$ cat src/rtl/core/shell_quote_tokenizer_macros.svh
// Assertion macros shared by the tokenizer RTL.
// Included by modules that carry concurrent checks; needs no other file.
`ifndef SHELL_QUOTE_TOKENIZER_MACROS_SVH
`define SHELL_QUOTE_TOKENIZER_MACROS_SVH

// Same-cycle implication, disabled during reset
`define SQT_ASSERT_NOW(lbl, clk, rst_n, ante, cons, msg) \
	lbl: assert property (@(posedge clk) disable iff (!(rst_n)) (ante) |-> (cons)) \
		else $error(msg);

// Next-cycle implication, disabled during reset
`define SQT_ASSERT_NEXT(lbl, clk, rst_n, ante, cons, msg) \
	lbl: assert property (@(posedge clk) disable iff (!(rst_n)) (ante) |=> (cons)) \
		else $error(msg);

`endif

$ cat src/rtl/core/sqt_pkg.sv
// Shared types and constants for the shell quote tokenizer.
// Used by every module under rtl/core; depends on nothing.
package sqt_pkg;

	// Argument list capacity, clipped to what a 7-bit count holds
	localparam int MAX_ARGS    = 64;
	localparam int CAPACITY    = (MAX_ARGS < 127) ? MAX_ARGS : 127;
	localparam int MAX_RESULTS = 3;

	localparam logic [7:0] CH_NUL    = 8'h00;
	localparam logic [7:0] CH_SPACE  = 8'h20;
	localparam logic [7:0] CH_SQUOTE = 8'h27;
	localparam logic [7:0] CH_DQUOTE = 8'h22;
	localparam logic [7:0] CH_BSLASH = 8'h5C;

	typedef enum logic {
		CMD_CHAR = 1'b0,
		CMD_EOL  = 1'b1
	} cmd_t;

	typedef enum logic [1:0] {
		KIND_CHAR     = 2'd0,
		KIND_WORD_END = 2'd1,
		KIND_LINE_END = 2'd2
	} kind_t;

	typedef struct packed {
		cmd_t       cmd;
		logic [7:0] char_code;
	} in_item_t;

	typedef struct packed {
		kind_t      kind;
		logic [7:0] char_value;
		logic [6:0] word_count;
		logic       overflow;
		logic       last_of_run;
	} out_item_t;

	// Results caused by one input item, oldest in slot 0
	typedef struct packed {
		logic [1:0]                        cnt;
		out_item_t [MAX_RESULTS-1:0]       res;
	} bundle_t;

	typedef struct packed {
		logic       inside_word;
		logic       single_quoted;
		logic       double_quoted;
		logic       escape_in_double;
		logic       escape_plain;
		logic       word_has_chars;
		logic       list_closed;
		logic [6:0] words_seen;
		logic       words_dropped;
	} tok_state_t;

endpackage

$ cat src/rtl/core/sqt_back.sv
// Back end: unpacks bundles into single results held in an output register.
// Depends on sqt_pkg and shell_quote_tokenizer_macros.svh.
`include "shell_quote_tokenizer_macros.svh"

module sqt_back (
	input  logic              clk,
	input  logic              arst_n,
	input  logic              q_valid,
	input  sqt_pkg::bundle_t  q_data,
	output logic              q_rd,
	output logic              empty,
	input  logic              pop,
	output sqt_pkg::out_item_t token
);
	import sqt_pkg::*;

	logic       out_valid_q;
	out_item_t  out_q;
	logic [1:0] idx_q;
	logic       load;
	logic       last_slot;

	assign load      = q_valid && (!out_valid_q || pop);
	assign last_slot = (idx_q == q_data.cnt - 2'd1);
	assign q_rd      = load && last_slot;
	assign empty     = !out_valid_q;
	assign token     = out_q;

	// Hold the current result until it is taken
	always_ff @(posedge clk) begin
		if (load)
			out_q <= q_data.res[idx_q];
	end

	// Step through the slots of the head bundle
	always_ff @(posedge clk or negedge arst_n) begin
		if (!arst_n) begin
			out_valid_q <= 1'b0;
			idx_q       <= '0;
		end else begin
			if (load)
				out_valid_q <= 1'b1;
			else if (pop)
				out_valid_q <= 1'b0;
			if (load)
				idx_q <= last_slot ? 2'd0 : idx_q + 2'd1;
		end
	end

	`SQT_ASSERT_NOW(a_idx_in_bundle, clk, arst_n, q_valid, idx_q < q_data.cnt, "slot index past bundle")
	`SQT_ASSERT_NOW(a_last_closes, clk, arst_n, q_rd, q_data.res[idx_q].last_of_run, "bundle retired before its last result")
	`SQT_ASSERT_NOW(a_eol_last, clk, arst_n, out_valid_q && out_q.kind == KIND_LINE_END, out_q.last_of_run, "line end not last of its transaction")

endmodule

$ cat config.mk
export PLATFORM = sky130hd
export DESIGN_NAME = sqt_back
export DESIGN_NICKNAME = d
export VERILOG_FILES = /design/src/rtl/core/sqt_pkg.sv /design/src/rtl/core/sqt_back.sv
export VERILOG_INCLUDE_DIRS = /design/src /design/src/rtl/core
export SDC_FILE = /design/constraint.sdc
export NUM_CORES = 1
export LEC_CHECK = 0
export BUFFER_PORTS_ARGS = -buffer_cell sky130_fd_sc_hd__buf_2
export CAP_MARGIN = 20
export CORE_MARGIN = 10
export CORE_UTILIZATION = 36
export CTS_CLUSTER_SIZE = 8
export DETAILED_ROUTE_END_ITERATION = 8
export MAX_ROUTING_LAYER = met4
export PLACE_DENSITY = 0.71
export SKIP_CTS_REPAIR_TIMING = 1
export SYNTH_ARGS = -nofsm -noshare
export SYNTH_HDL_FRONTEND = slang
export SYNTH_SLANG_ARGS = --single-unit
export TNS_END_PERCENT = 5
$ cat constraint.sdc
create_clock -name clk -period 1.7 [get_ports clk]
set_clock_uncertainty 0.15 [all_clocks]
set_input_delay 0.085 -clock clk [delete_from_list [all_inputs] [get_ports clk]]
set_output_delay 0.085 -clock clk [all_outputs]
set_load 0.05 [all_outputs]
After elaboration in Yosys (flattened, before gate mapping)
Index checks and enable logic that the tools add are counted.
{"block": "classes", "add_sub_neg": 2, "order_cmp": 1, "eq_ne": 1, "mux": 5, "n_reduce_logical": 5}
{"operator": "$bmux W19 S2", "n": 1}
{"operator": "$mux W19", "n": 1}
{"operator": "$lt A2 B3 Y1 const B", "n": 1}
{"operator": "$add A2 B1 Y2 const B", "n": 1}
{"operator": "$eq A2 B2 Y1", "n": 1}
{"operator": "$logic_and A1 B1 Y1", "n": 2}
{"operator": "$mux W1", "n": 2}
{"operator": "$mux W2", "n": 1}
{"operator": "$reduce_bool A2 Y1", "n": 1}
{"operator": "$sub A2 B1 Y2 const B", "n": 1}
{"operator": "$logic_not A1 Y1", "n": 1}
{"operator": "$logic_or A1 B1 Y1", "n": 1}
{"block": "totals", "ff_bits": 22, "inputBits": 63, "wordCells": 21}

Longest topological paths before layout
{"block": "depth", "ltp_word": 4, "depth_mapped": 5}

Worst setup path before layout
No wires, ideal clock.
{"block": "synth_timing", "kind": "register -> output", "from": "register idx_q[1]", "to": "output port q_rd", "t_arrival_ns": 1.482, "slack_ns": -0.017, "stages_incl_launch_ff": 5, "cell_sequence": "dfrtp_1 > buf_4 > xnor2_1 > mux2i_1 > nor2_1"}
{"block": "synth_between", "elab_chain_cells": 2}
{"item": "from (decl)", "line": "sqt_back.sv:19", "rtl": "logic [1:0] idx_q;"}
{"item": "from (signal assigned)", "line": "sqt_back.sv:46", "rtl": "idx_q <= last_slot ? 2'd0 : idx_q + 2'd1;"}
{"item": "$eq A2 B2 Y1", "line": "sqt_back.sv:24", "rtl": "assign last_slot = (idx_q == q_data.cnt - 2'd1);"}
{"item": "$logic_and A1 B1 Y1", "line": "sqt_back.sv:25", "rtl": "assign q_rd = load && last_slot;"}
{"item": "to (decl)", "line": "sqt_back.sv:10", "rtl": "output logic q_rd,"}
Every way passes these cells.

Worst setup path in the final report
Ends and elaborated chain as after synthesis.

==> flow_summary.json <==
{
  "syn_inst": 106,
  "fill_cells": 226,
  "path_max_fanout": 4,
  "drt-pass1-iter-count": 4,
  "min_from": "q_data[0]",
  "maxSlewViolCount": 0,
  "period_needed_ns": 1.70,
  "cp_cell_sequence": "xnor2_2 -> mux2i_1 -> nor2_2 -> buf_6",
  "globalplace.congestion": 0.853,
  "critical_path.startpoint_type": "flip-flop",
  "placed_cell_area_mm2": 0.00167,
  "routedWlPerCell_um": 17.0,
  "crit_path_start": "idx_q[1]$_DFFE_PN0P_",
  "crit_type": "flip-flop to output port",
  "drc": 0,
  "rsz0062_at_grt": "yes",
  "die_x_um": 76.9,
  "core_mm2": 0.00308,
  "grt_max_degree": 20,
  "pwr-share-comb_pct": 56.6,
  "postRouteAntennaNets": 0,
  "cpLargestDelayFamily": "flip-flops",
  "hold_ws_ns": -0.0424,
  "synth-seq-area-share_pct": 55.4,
  "synth_top_area_cell": "edfxtp_1",
  "ys_ff_latch": 22,
  "postLayoutCellArea_mm2": 0.00225,
  "crit_buf_inv": 1,
  "reg2reg_from": "idx_q[1]$_DFFE_PN0P_",
  "arrival_ns": 1.46,
  "drive_gt1_share_pct": 39.8,
  "cts_tree": "built",
  "grtUsageTotal_pct": 11.6,
  "io_pins": 84,
  "cts_max_level": 1,
  "clock_latency_ns": 0.32,
  "clockPowerShare_pct": 10.1,
  "ys.warnings.count": 0,
  "yosysTopAreaCellShare_pct": 49.0,
  "dieArea_mm2": 0.00591,
  "rows": 20,
  "netSwitchingPower_mw": 1.06,
  "crit_path_end_kind": "output port",
  "ir_worst_vdd_mv": 0.626,
  "hold_class": "primary input to flip-flop",
  "clk_path_buf_depth": 2,
  "synth_cell_type_count": 18,
  "vias": 1427,
  "powerDensity_mw_per_mm2": 1110,
  "place_hpwl_um": 2970,
  "fp.dieH_um": 76.9,
  "synthTopCellsByArea": "edfxtp_1 49%, mux2i_1 17%, o21ai_1 8.2%",
  "synth_area_mm2": 0.00116,
  "cts_buffers": 3,
  "max_slew.worst_pin.slew_ns": 0.259,
  "gr-total-overflow": 0,
  "grt_pass1_vias": 1158,
  "worstPathRequired_ns": 1.46,
  "clockRootBuffer": "clkbuf_4",
  "outcome": "finished with violations",
  "p_int_mw": 1.43,
  "port-buffer-count": 83,
  "antenna_found_initial": 4,
  "syn_to_final_growth_pct": 93.1,
  "r2r_setup_slack_ns": 0.08,
  "total_power_mw": 2.49,
  "max_freq_mhz": 589,
  "viasPerCell": 4.84,
  "drv_cap": 0,
  "drt-initial-drc-count": 72,
  "wl_um": 5010,
  "path_clk_slew_ns": 0.12,
  "syn_avg_cell_area_um2": 11.0,
  "cpMaxStageDelayCell": "dfrtp_2",
  "cts.sinks": 22,
  "period_share_pct": 99.8,
  "final_nets": 310,
  "pwr-share-seq_pct": 33.3,
  "syn_nets": 169,
  "setup_viol": 0,
  "p_sw_share_pct": 42.6,
  "violations": "negative hold slack",
  "critPathMaxStageDelay_ns": 0.46,
  "grt_pass1_wl_um": 5380,
  "initial_utilization_pct": 37.8,
  "p_leak_nw": 1.07,
  "slew_headroom_pct": 82.7,
  "hold_viol": 5
}
[through the flow]
stage	cells	util [%]	setup TNS [ns]	setup slack, ns	hold slack [ns]
after floorplan	106	-	0	0.195	-0.361
after global placement	233	54.2	0	0.252	-0.265
after detailed placement	233	54.2	0	0.222	-0.262
after CTS	237	55.0	-0.139	-0.139	-0.610
after global routing	294	73.0	-0.0871	-0.0606	-0.0148
final	295	73.1	0	0.00287	-0.0424
[flip-flops by register name (all words and copies together) (netlist names)]
signal	cells
out_valid_q	1
idx_q	2
token	19
[layout make-up]
| class | count | area [µm²] | area share [%] |
|---|---|---|---|
| timing repair buffer | 143 | 1010 | 45.1 |
| inverter | 4 | 15.0 | 0.667 |
| tap | 44 | 55.1 | 2.45 |
| antenna | 5 | 12.5 | 0.556 |
| sequential | 22 | 647 | 28.8 |
| multi-input combinational | 73 | 479 | 21.3 |
| clock inverter | 1 | 3.75 | 0.167 |
| clock buffer | 3 | 22.5 | 1.00 |
[tightest hold or removal path, cell delays in order]
cell and delay (ns):
buf_2 0.08, mux2i_1 0.05, o21ai_1 0.11
[cell families after synthesis]
logic type,Yosys count,share of synthesized area (%)
compound gates,23,11.6
flops,22,55.4
xor+xnor,1,0.752
mux,20,17.2
buf+inv,11,4.30
simple gates,29,10.7
[power by group through the flow]
stage / sequential [mW] / clock (mW) / combinational, mW
2_1_floorplan: 1.14 / 0 / 0.608
3_3_place_gp: 0.834 / 0 / 1.22
3_5_place_dp: 0.841 / 0 / 1.25
4_1_cts: 0.828 / 0.247 / 1.25
5_1_grt: 0.840 / 0.267 / 1.49
6_report: 0.828 / 0.252 / 1.41
[cells in the mapped netlist]
master / n
a2111oi_2: 1
inv_1: 4
o21ai_1: 19
mux2i_1: 20
buf_2: 4
buf_4: 1
nor2_1: 1
a211oi_1: 1
nand2_1: 21
a221o_1: 1
nor3_1: 1
nor2b_1: 5
dfrtp_1: 3
xnor2_1: 1
nand2b_1: 1
a21o_1: 1
clkbuf_1: 2
edfxtp_1: 19
[placed cells by master (no fill, tap or decap), types with 2 or more instances in the layout]
master         Yosys  layout
dfrtp_1            3       2
nand2_1           21      21
buf_4              1       7
mux2i_1           20      20
diode_2            0       5
dlygate4sd3_1      0      52
nor2b_1            5       5
inv_1              4       4
buf_2              4      82
o21ai_1           19      19
edfxtp_1          19      19
clkbuf_4           0       3
[path summary, 6_finish.rpt]
kind	cells past startpoint	endpoint
worst max-delay path	4	q_rd
worst min-delay path	3	token[0]$_DFFE_PP_
worst max register to register	6	token[1]$_DFFE_PP_
max in group asynchronous	3	idx_q[1]$_DFFE_PN0P_
min in group asynchronous	3	idx_q[0]$_DFFE_PN0P_
worst min register to register	1	idx_q[1]$_DFFE_PN0P_
[per-layer routing]
metal,vias to the layer above,GRT usage [%],part of all wire (%)
met1,676,10.3,32
met5,-,-,0
met2,62,22.6,59
li1,663,-,-
met3,26,1.98,3.2
met4,0,6.13,6.3
(Power assumes the default switching activity.)
