<file path="config.mk">
export PLATFORM = sky130hd
export DESIGN_NAME = sqt_queue
export DESIGN_NICKNAME = d
export VERILOG_FILES = /design/src/rtl/core/sqt_pkg.sv /design/src/rtl/core/sqt_queue.sv
export VERILOG_INCLUDE_DIRS = /design/src /design/src/rtl/core
export SDC_FILE = /design/constraint.sdc
export NUM_CORES = 1
export LEC_CHECK = 0
export ABC_AREA = 1
export BUFFER_PORTS_ARGS = -buffer_cell sky130_fd_sc_hd__buf_2
export CELL_PAD_IN_SITES_DETAIL_PLACEMENT = 1
export CELL_PAD_IN_SITES_GLOBAL_PLACEMENT = 2
export CORE_MARGIN = 4
export CORE_UTILIZATION = 43
export CTS_CLUSTER_DIAMETER = 60
export DETAILED_ROUTE_END_ITERATION = 8
export PLACE_DENSITY = 0.87
export SLEW_MARGIN = 10
export SYNTH_ARGS = -nofsm -noshare
export SYNTH_HDL_FRONTEND = slang
export SYNTH_SLANG_ARGS = --single-unit
</file>
<file path="constraint.sdc">
create_clock -name clk -period 9.2 [get_ports clk]
set_input_delay 1.84 -clock clk [delete_from_list [all_inputs] [get_ports clk]]
set_output_delay 1.84 -clock clk [all_outputs]
set_load 0.02 [all_outputs]
</file>
<file path="src/rtl/core/shell_quote_tokenizer_macros.svh">
// Assertion macros shared by the tokenizer RTL.
// Included by modules that carry concurrent checks; needs no other file.
`ifndef SHELL_QUOTE_TOKENIZER_MACROS_SVH
`define SHELL_QUOTE_TOKENIZER_MACROS_SVH

// Same-cycle implication, disabled during reset
`define SQT_ASSERT_NOW(lbl, clk, rst_n, ante, cons, msg) \
	lbl: assert property (@(posedge clk) disable iff (!(rst_n)) (ante) |-> (cons)) \
		else $error(msg);

// Next-cycle implication, disabled during reset
`define SQT_ASSERT_NEXT(lbl, clk, rst_n, ante, cons, msg) \
	lbl: assert property (@(posedge clk) disable iff (!(rst_n)) (ante) |=> (cons)) \
		else $error(msg);

`endif

</file>
<file path="src/rtl/core/sqt_pkg.sv">
// Shared types and constants for the shell quote tokenizer.
// Used by every module under rtl/core; depends on nothing.
package sqt_pkg;

	// Argument list capacity, clipped to what a 7-bit count holds
	localparam int MAX_ARGS    = 64;
	localparam int CAPACITY    = (MAX_ARGS < 127) ? MAX_ARGS : 127;
	localparam int MAX_RESULTS = 3;

	localparam logic [7:0] CH_NUL    = 8'h00;
	localparam logic [7:0] CH_SPACE  = 8'h20;
	localparam logic [7:0] CH_SQUOTE = 8'h27;
	localparam logic [7:0] CH_DQUOTE = 8'h22;
	localparam logic [7:0] CH_BSLASH = 8'h5C;

	typedef enum logic {
		CMD_CHAR = 1'b0,
		CMD_EOL  = 1'b1
	} cmd_t;

	typedef enum logic [1:0] {
		KIND_CHAR     = 2'd0,
		KIND_WORD_END = 2'd1,
		KIND_LINE_END = 2'd2
	} kind_t;

	typedef struct packed {
		cmd_t       cmd;
		logic [7:0] char_code;
	} in_item_t;

	typedef struct packed {
		kind_t      kind;
		logic [7:0] char_value;
		logic [6:0] word_count;
		logic       overflow;
		logic       last_of_run;
	} out_item_t;

	// Results caused by one input item, oldest in slot 0
	typedef struct packed {
		logic [1:0]                        cnt;
		out_item_t [MAX_RESULTS-1:0]       res;
	} bundle_t;

	typedef struct packed {
		logic       inside_word;
		logic       single_quoted;
		logic       double_quoted;
		logic       escape_in_double;
		logic       escape_plain;
		logic       word_has_chars;
		logic       list_closed;
		logic [6:0] words_seen;
		logic       words_dropped;
	} tok_state_t;

endpackage

</file>
<file path="src/rtl/core/sqt_queue.sv">
// Bundle queue between the front end and the result serializer.
// Depends on sqt_pkg and shell_quote_tokenizer_macros.svh.
`include "shell_quote_tokenizer_macros.svh"

module sqt_queue #(
	parameter int DEPTH = 4
) (
	input  logic             clk,
	input  logic             arst_n,
	input  logic             wr,
	input  sqt_pkg::bundle_t wr_data,
	output logic             full,
	input  logic             rd,
	output sqt_pkg::bundle_t rd_data,
	output logic             valid
);
	import sqt_pkg::*;

	localparam int PTR_W = (DEPTH > 1) ? $clog2(DEPTH) : 1;
	localparam int CNT_W = $clog2(DEPTH + 1);
	localparam logic [PTR_W-1:0] LAST_PTR = PTR_W'(DEPTH - 1);

	bundle_t          mem [DEPTH];
	logic [PTR_W-1:0] wr_ptr_q;
	logic [PTR_W-1:0] rd_ptr_q;
	logic [CNT_W-1:0] count_q;
	logic             wr_en;
	logic             rd_en;

	assign full    = (count_q == CNT_W'(DEPTH));
	assign valid   = (count_q != '0);
	assign wr_en   = wr && !full;
	assign rd_en   = rd && valid;
	assign rd_data = mem[rd_ptr_q];

	// Store bundles
	always_ff @(posedge clk) begin
		if (wr_en)
			mem[wr_ptr_q] <= wr_data;
	end

	// Advance pointers and occupancy
	always_ff @(posedge clk or negedge arst_n) begin
		if (!arst_n) begin
			wr_ptr_q <= '0;
			rd_ptr_q <= '0;
			count_q  <= '0;
		end else begin
			if (wr_en)
				wr_ptr_q <= (wr_ptr_q == LAST_PTR) ? '0 : wr_ptr_q + PTR_W'(1);
			if (rd_en)
				rd_ptr_q <= (rd_ptr_q == LAST_PTR) ? '0 : rd_ptr_q + PTR_W'(1);
			if (wr_en && !rd_en)
				count_q <= count_q + CNT_W'(1);
			else if (rd_en && !wr_en)
				count_q <= count_q - CNT_W'(1);
		end
	end

	`SQT_ASSERT_NOW(a_no_empty_bundle, clk, arst_n, wr_en, wr_data.cnt != 2'd0, "empty bundle queued")
	`SQT_ASSERT_NOW(a_no_overread, clk, arst_n, rd, valid, "read from empty bundle queue")
	`SQT_ASSERT_NEXT(a_count_tracks, clk, arst_n, wr_en && !rd_en, count_q != '0, "count lost a write")

endmodule

</file>
After elaboration in Yosys (flattened, before gate mapping). Memories as Yosys holds them, arrays and structs flattened. Cells that the tools add are included.

Bits in latches: 0. Register bits after elaboration: 7. Memory bits (read-only): 0. Memory bits (writable): 236. Memories: 1.

Memories: mem (words 4, width 59, rd ports 1, clocked after memory_dff 0, wr ports 1, RTL line sqt_queue.sv:23) `bundle_t mem [DEPTH];`.

Multiplexer cells: 6. Equality and inequality tests: 3. $add $sub $neg: 4. Order comparisons: 0. Bitwise logic cells: 0. Reductions and logical operators: 9. Divide/modulo/power cells: 0. Multiply operators: 0. Shifts and indexed selects: 0.

Operator list (number): two-way mux 3 bit (2); adder 2 x 1 -> 2 bit (second input constant) (2); equality test 2 bit (second input constant) (2); logical AND 1 bit (4); two-way mux 2 bit (2); adder 3 x 1 -> 3 bit (second input constant) (1); equality test 3 bit (second input constant) (1); zero test 1 bit (3); nonzero test 3 bit (1); subtractor 3 x 1 -> 3 bit (second input constant) (1); two-way mux 1 bit (2); nonzero test 2 bit (1).

Depth between registers and ports, before layout. Gate-level depths: netlist (run 1).

Depth in word-level cells: 7. Mapped depth: 12. Depth with buffers taken out: 12.

Worst setup path after synthesis (run 1). No wires, ideal clock.

Kind: input-to-reg. Start point: input wr. End point: memory mem[0][0] in the netlist's numbering, enable pin. Cell stages on the path: 2. Slack: 4.269 ns. Arrival time: 4.454 ns. Path buffers: 0. Data required time: 8.724 ns. Setup time: 0.476 ns. Cells stage by stage: nand2_1 -> nor2_1.

Cells in the longest elaborated chain, start to end: 3.

Ends and longest elaborated chain: from (decl) (RTL line sqt_queue.sv:10) `input logic wr,`; logical AND 1 bit (RTL line sqt_queue.sv:32) `assign wr_en = wr && !full;`; two-way mux 1 bit (RTL line sqt_queue.sv:38) `if (wr_en)`; two-way mux 1 bit (not written as such) (RTL line sqt_queue.sv:39) `mem[wr_ptr_q] <= wr_data;`; to (decl) (RTL line sqt_queue.sv:23).

No other way between the ends.

==> reports/results.tsv, run 1 <==
metric	value	unit
clockBufferDepth	3	
setup_ws	3850	ps
port_buffers	123	
timing.final.hold_violations	0	
synth_cells	748	
hold_path_end	count_q[2]	
leakage	4.59	nW
fp.dieW	159	microns
post_cts_buffers	0	
fillers	2269	
layout_worst_path_cycle_share	0.581	
area_delta_synth_final	17.7	%
holdCritPathClass	reg -> reg	
required	7360	ps
worstHoldPathCells	2	
yosysSeqAreaShare	0.745	
syn_nets	818	
hold_start	count_q[2]	
die_area	25100	sq um
grt_antenna_before_repair	3	
syn_area	9750	sq um
period_needed	5350	ps
r2r_end	mem[1][14]	
grt_use_total	0.174	
slew_violations	0	
tns	0	ps
num_vias	5936	
r2r_start	count_q[1]	
r2r_slack	6520	ps
max-vdd-ir-drop	0.192	mV
dp_slack	4490	ps
powerDensity	342	nW/um^2
cts_hold_buf	0	
setup-violations-final	0	
ios	124	
max_freq	0.187	GHz
detail_route.first_pass.iterations	4	
ant_nets	0	
cts-resized-gates	0	
htreeDepth	1	
path_clk_slew	60	ps
rows	54	
rr_worst_depth	5	
cp-end-kind	output pin	
cts_root_buf	clkbuf_16	
routedWlPerCell	18.6	microns
antenna_cells	0	
numCtsBuffers	26	
max-cap-violations	0	
status	complete, no violations	
syn_avg_cell_area	13.0	sq um
path_class	reg -> out	
cp-start-kind	flop	
drt_iter0_markers	315	
tightest_slew	1200	ps
fin_util	0.519	
path_max_fanout	120	
grt_max_degree	121	
worst_ep_arrival_time	3510	ps
coreArea	22100	sq um
ys_ff_latch	243	
initial_core_util	0.441	
overflow	0	
cts_tree	yes	
grt_pass1_wl	34000	microns
yosys.cell_types.count	17	
final_cell_area	11500	sq um
cts_sinks	243	
placed_area	10600	sq um
wirelength	21800	microns
final_cells	1167	
die_h	159	microns
relSlewSlack	0.200	
drc	0	
dp_cells	1119	
avgViaCountPerCell	5.09	
nets	937	
yosysWarnings	0	
grt_pass1_vias	6368	
rsz0062_at_grt	false	
gp_congestion	0.692	
drive_gt1_frac	0.201	
insertion_delay	520	ps
skew	5.93	ps
dpl.hpwl	12800	microns
==> routing by layer <==
metal | vias to the layer above | share of wire | GRT usage
met5 | - | 0.0015 | 0
met4 | 6 | 0.017 | 0.0366
met3 | 37 | 0.052 | 0.0375
met2 | 141 | 0.52 | 0.317
met1 | 2927 | 0.41 | 0.214
li1 | 2825 | - | -
==> metrics by stage <==
stage          hold WS (ps)  power [mW]
3_3_place_gp            482        2.87
3_5_place_dp            488        2.92
4_1_cts                 503        3.99
5_1_grt                 547        4.17
2_1_floorplan           463        2.48
6_report                509        3.92
==> power breakdown <==
group	internal [mW]	switching, mW	total, mW
Clock	0.641	0.409	1.05
Combinational	0.380	0.905	1.28
Sequential	1.46	0.130	1.59
==> final cells by class <==
class                   count  area [sq um]  area share
repair buffers            130           668      0.0582
multi-input cells         333          1810       0.158
inverters                 133           499      0.0435
flip-flops and latches    243          7270       0.634
clock inverters            15           149      0.0130
well taps                 280           350      0.0305
clock buffers              33           728      0.0635
==> sequential cells by signal, summed over array words and instances, names as in the netlist <==
| name | cells |
|---|---|
| count_q | 3 |
| mem | 236 |
| rd_ptr_q | 2 |
| wr_ptr_q | 2 |
==> cells in the mapped netlist <==
master	n	area share
buf_6	1	0.0012
ha_1	6	0.0077
nor2_1	6	0.0023
inv_2	1	0.00038
clkbuf_1	6	0.0023
edfxtp_1	236	0.73
nand3_1	7	0.0036
inv_1	132	0.051
xnor2_1	1	0.00090
nand4_1	1	0.00064
buf_4	6	0.0046
nand2_1	192	0.074
dfrtp_1	7	0.018
o211ai_1	118	0.091
buf_2	26	0.013
fa_1	1	0.0021
o21ai_0	1	0.00051
==> cells in the final DEF, fill, tap and decap left out <==
cell / count
buf_2: 123
nand3_1: 7
dfrtp_4: 1
clkinv_2: 7
clkinv_1: 4
xnor2_1: 1
clkbuf_1: 3
edfxtp_1: 236
clkinv_4: 1
nand2_1: 192
inv_1: 132
nor2_1: 2
nand4_1: 1
dfrtp_1: 5
buf_4: 7
bufinv_16: 3
nor2_4: 4
clkbuf_8: 3
clkbuf_16: 27
ha_1: 6
dfrtp_2: 1
fa_1: 1
o21ai_0: 1
inv_2: 1
o211ai_1: 118
==> worst max-delay path by stage <==
stage                start     endpoint  slack, ps
2_1_floorplan           wr    mem[0][0]       4270
3_3_place_gp   rd_ptr_q[0]  rd_data[58]       4600
3_5_place_dp   rd_ptr_q[0]  rd_data[44]       4490
4_1_cts        rd_ptr_q[0]   rd_data[9]       3830
5_1_grt        rd_ptr_q[0]   rd_data[9]       3560
6_report       rd_ptr_q[0]   rd_data[9]       3850
==> kinds of logic (layout without fill, tap and decap cells) <==
logic type | count (synthesis) | count (layout) | share of synthesized area
flip-flops | 243 | 243 | 0.745
AND/OR/NAND/NOR | 206 | 206 | 0.0805
buffers and inverters | 172 | 311 | 0.0726
AO/OA/AOI/OAI | 119 | 119 | 0.0914
adder cells (fa/ha/maj) | 7 | 7 | 0.00975
XOR/XNOR | 1 | 1 | 0.000899
==> critical path, cell delays in order (launching register included) <==
cell	delay (ps)
dfrtp_4	1190
buf_4	990
nand2_1	180
o211ai_1	170
nand2_1	130
buf_2	180
Note: power is estimated with default switching activity, not from simulation.
==> run 2, diff against run 1 <==
--- a/config.mk
+++ b/config.mk
@@ -11,10 +11,10 @@
 export CELL_PAD_IN_SITES_DETAIL_PLACEMENT = 1
 export CELL_PAD_IN_SITES_GLOBAL_PLACEMENT = 2
 export CORE_MARGIN = 4
-export CORE_UTILIZATION = 43
+export CORE_UTILIZATION = 40
 export CTS_CLUSTER_DIAMETER = 60
 export DETAILED_ROUTE_END_ITERATION = 8
-export PLACE_DENSITY = 0.87
+export PLACE_DENSITY = 0.82
 export SLEW_MARGIN = 10
 export SYNTH_ARGS = -nofsm -noshare
 export SYNTH_HDL_FRONTEND = slang
==> constraint.sdc (replaced) <==
create_clock -name clk -period 4.95 [get_ports clk]
set_input_delay 0.99 -clock clk [delete_from_list [all_inputs] [get_ports clk]]
set_output_delay 0.99 -clock clk [all_outputs]
set_load 0.02 [all_outputs]
==> run 2 against run 1 <==
Effect of this change: count of clock-buffer cells in the layout unchanged; hold slack worse by 200 ps; sequential power up 82%; cell area down 0.65%; global-route usage down 1.9 points; die area up 7.1%; clock power up 56%; sequential share of layout area up 0.42 points; total power up 78%; clock skew up 8.6 ps; largest power group unchanged; highest routed layer unchanged.
==> reports/results.tsv, run 2 (synthesis gave the netlist of run 1 again) <==
metric	value	unit	change
path_class	reg -> out		
status	complete, no violations		
max-cap-violations	0		unchanged
grt_pass1_wl	32600	microns	-4.1%
biggestRegsByFlops	mem x236, count_q x3		
port_buffers	123		unchanged
grt_max_degree	108		-11%
grt_use_total	0.155		-0.0190
dpl.hpwl	12300	microns	-3.6%
clockBufferDepth	3		unchanged
wirelength	20500	microns	-5.7%
htreeDepth	1		unchanged
grt_util_met3	0.0281		-0.00940
cts_root_buf	clkbuf_16		
tns	0	ps	unchanged
antenna_cells	0		unchanged
gp_congestion	0.707		+2.1%
nets	938		+0.11%
placed_area	10700	sq um	+0.84%
grt-busiest-layer	met2		
drt_iter0_markers	248		-21%
most-common-layout-cells	edfxtp_1, nand2_1, inv_1		
final_cells	1205		+3.3%
area_delta_synth_final	16.9	%	
routedWlPerCell	17.0	microns	-8.6%
largest_reg_flops	236		unchanged
path_clk_slew	60	ps	about the same
cts_hold_buf	0		unchanged
grtUsageMet2	0.275		-0.0426
post_cts_buffers	0		unchanged
rows	56		+3.7%
cts-resized-gates	0		unchanged
numCtsBuffers	25		-3.8%
max_stage_delay	940	ps	-250 ps
dp_cells	1160		+3.7%
die_area	26900	sq um	+7.1%
num_vias	5766		-2.9%
cp-start-kind	flop		
ios	124		unchanged
slowest_stage	dfrtp_4		
skew	14.5	ps	+8.62 ps
required	3960	ps	-3400 ps
path_delay_family	flip-flops		
grt_pass1_vias	6105		-4.1%
path_buf_inv	2		unchanged
top_register	mem		
cts_tree	yes		
ant_nets	0		unchanged
fillers	2502		+10%
drive_gt1_frac	0.193		-0.00767
setup-violations-final	0		unchanged
register_area	7270	sq um	unchanged
powerDensity	611	nW/um^2	+79%
layout_worst_path_cycle_share	0.716		
multi_input_area	1810	sq um	unchanged
die_h	164	microns	+3.5%
insertion_delay	520	ps	about the same
relSlewSlack	0.346		+0.147
holdCritPathClass	in -> async		
drc	0		unchanged
final_common_cell	edfxtp_1		
cp-end-kind	output pin		
max-vdd-ir-drop	0.448	mV	+130%
timing.final.hold_violations	0		unchanged
final_cell_area	11400	sq um	-0.65%
initial_core_util	0.410		-0.0308
slew_violations	0		unchanged
overflow	0		unchanged
path_max_fanout	79		-34%
path_cells	buf_4 -> o211ai_1 -> nand2_1 -> buf_2		
fin_util	0.480		-0.0394
p_total	6.96	mW	+78%
rsz0062_at_grt	false		
fp.dieW	164	microns	+3.5%
worst_ep_arrival_time	2560	ps	-950 ps
avgViaCountPerCell	4.79		-5.9%
cts_sinks	243		unchanged
use_met1	0.197		-0.0170
coreArea	23800	sq um	+7.5%
tightest_slew	979	ps	-222 ps
leakage	4.52	nW	-1.5%
grt_antenna_before_repair	2		-1
detail_route.first_pass.iterations	4		unchanged
period_needed	3550	ps	
max_freq	0.282	GHz	
-- run 2: cell count changes in the layout (fill, tap and decap cells not counted), sizes merged --
cell and delta:
buf +2, bufinv -3, inv +1, clkinv -1
-- run 2: path summary, 6_finish.rpt --
kind	start	endpoint	slack, ps	cells past startpoint
hold reg to reg	count_q[2]	count_q[2]	500	2
hold / removal	arst_n	count_q[1]	310	1
max in group asynchronous	arst_n	rd_ptr_q[0]	4460	1
setup / recovery	rd_ptr_q[0]	rd_data[9]	1400	4
min in group clk	count_q[2]	count_q[2]	500	2
setup reg to reg	count_q[0]	mem[2][23]	2520	5
-- run 2: metal layers --
layer	routed length, microns	vias to the layer above
met5	30	-
met4	463	4
met2	10400	103
li1	-	2828
met3	845	33
met1	8760	2798
-- run 2: report_power, final --
part,switching (mW),internal (mW)
Sequential,0.188,2.71
Combinational,1.70,0.729
Clock,0.712,0.928
Total,2.60,4.36
-- run 2: final cells by class --
type,instances,share of cell area
Tap cell,319,0.0350
Inverter,133,0.0438
Timing Repair Buffer,132,0.0621
Multi-Input combinational cell,333,0.159
Clock inverter,12,0.00505
Sequential cell,243,0.638
Clock buffer,33,0.0575
-- run 2: stage by stage --
step	setup slack (ps)	hold slack, ps
floorplan	869	463
global placement	1930	496
detailed placement	1910	498
CTS	1360	298
global route	1150	300
finish	1400	310
-- run 2: worst register-to-register path, cell delays in order, from the launching register on --
cell and delay, ps:
dfrtp_1 420, inv_1 80, nand3_1 150, nand2_1 310, nor2_4 400, buf_4 680
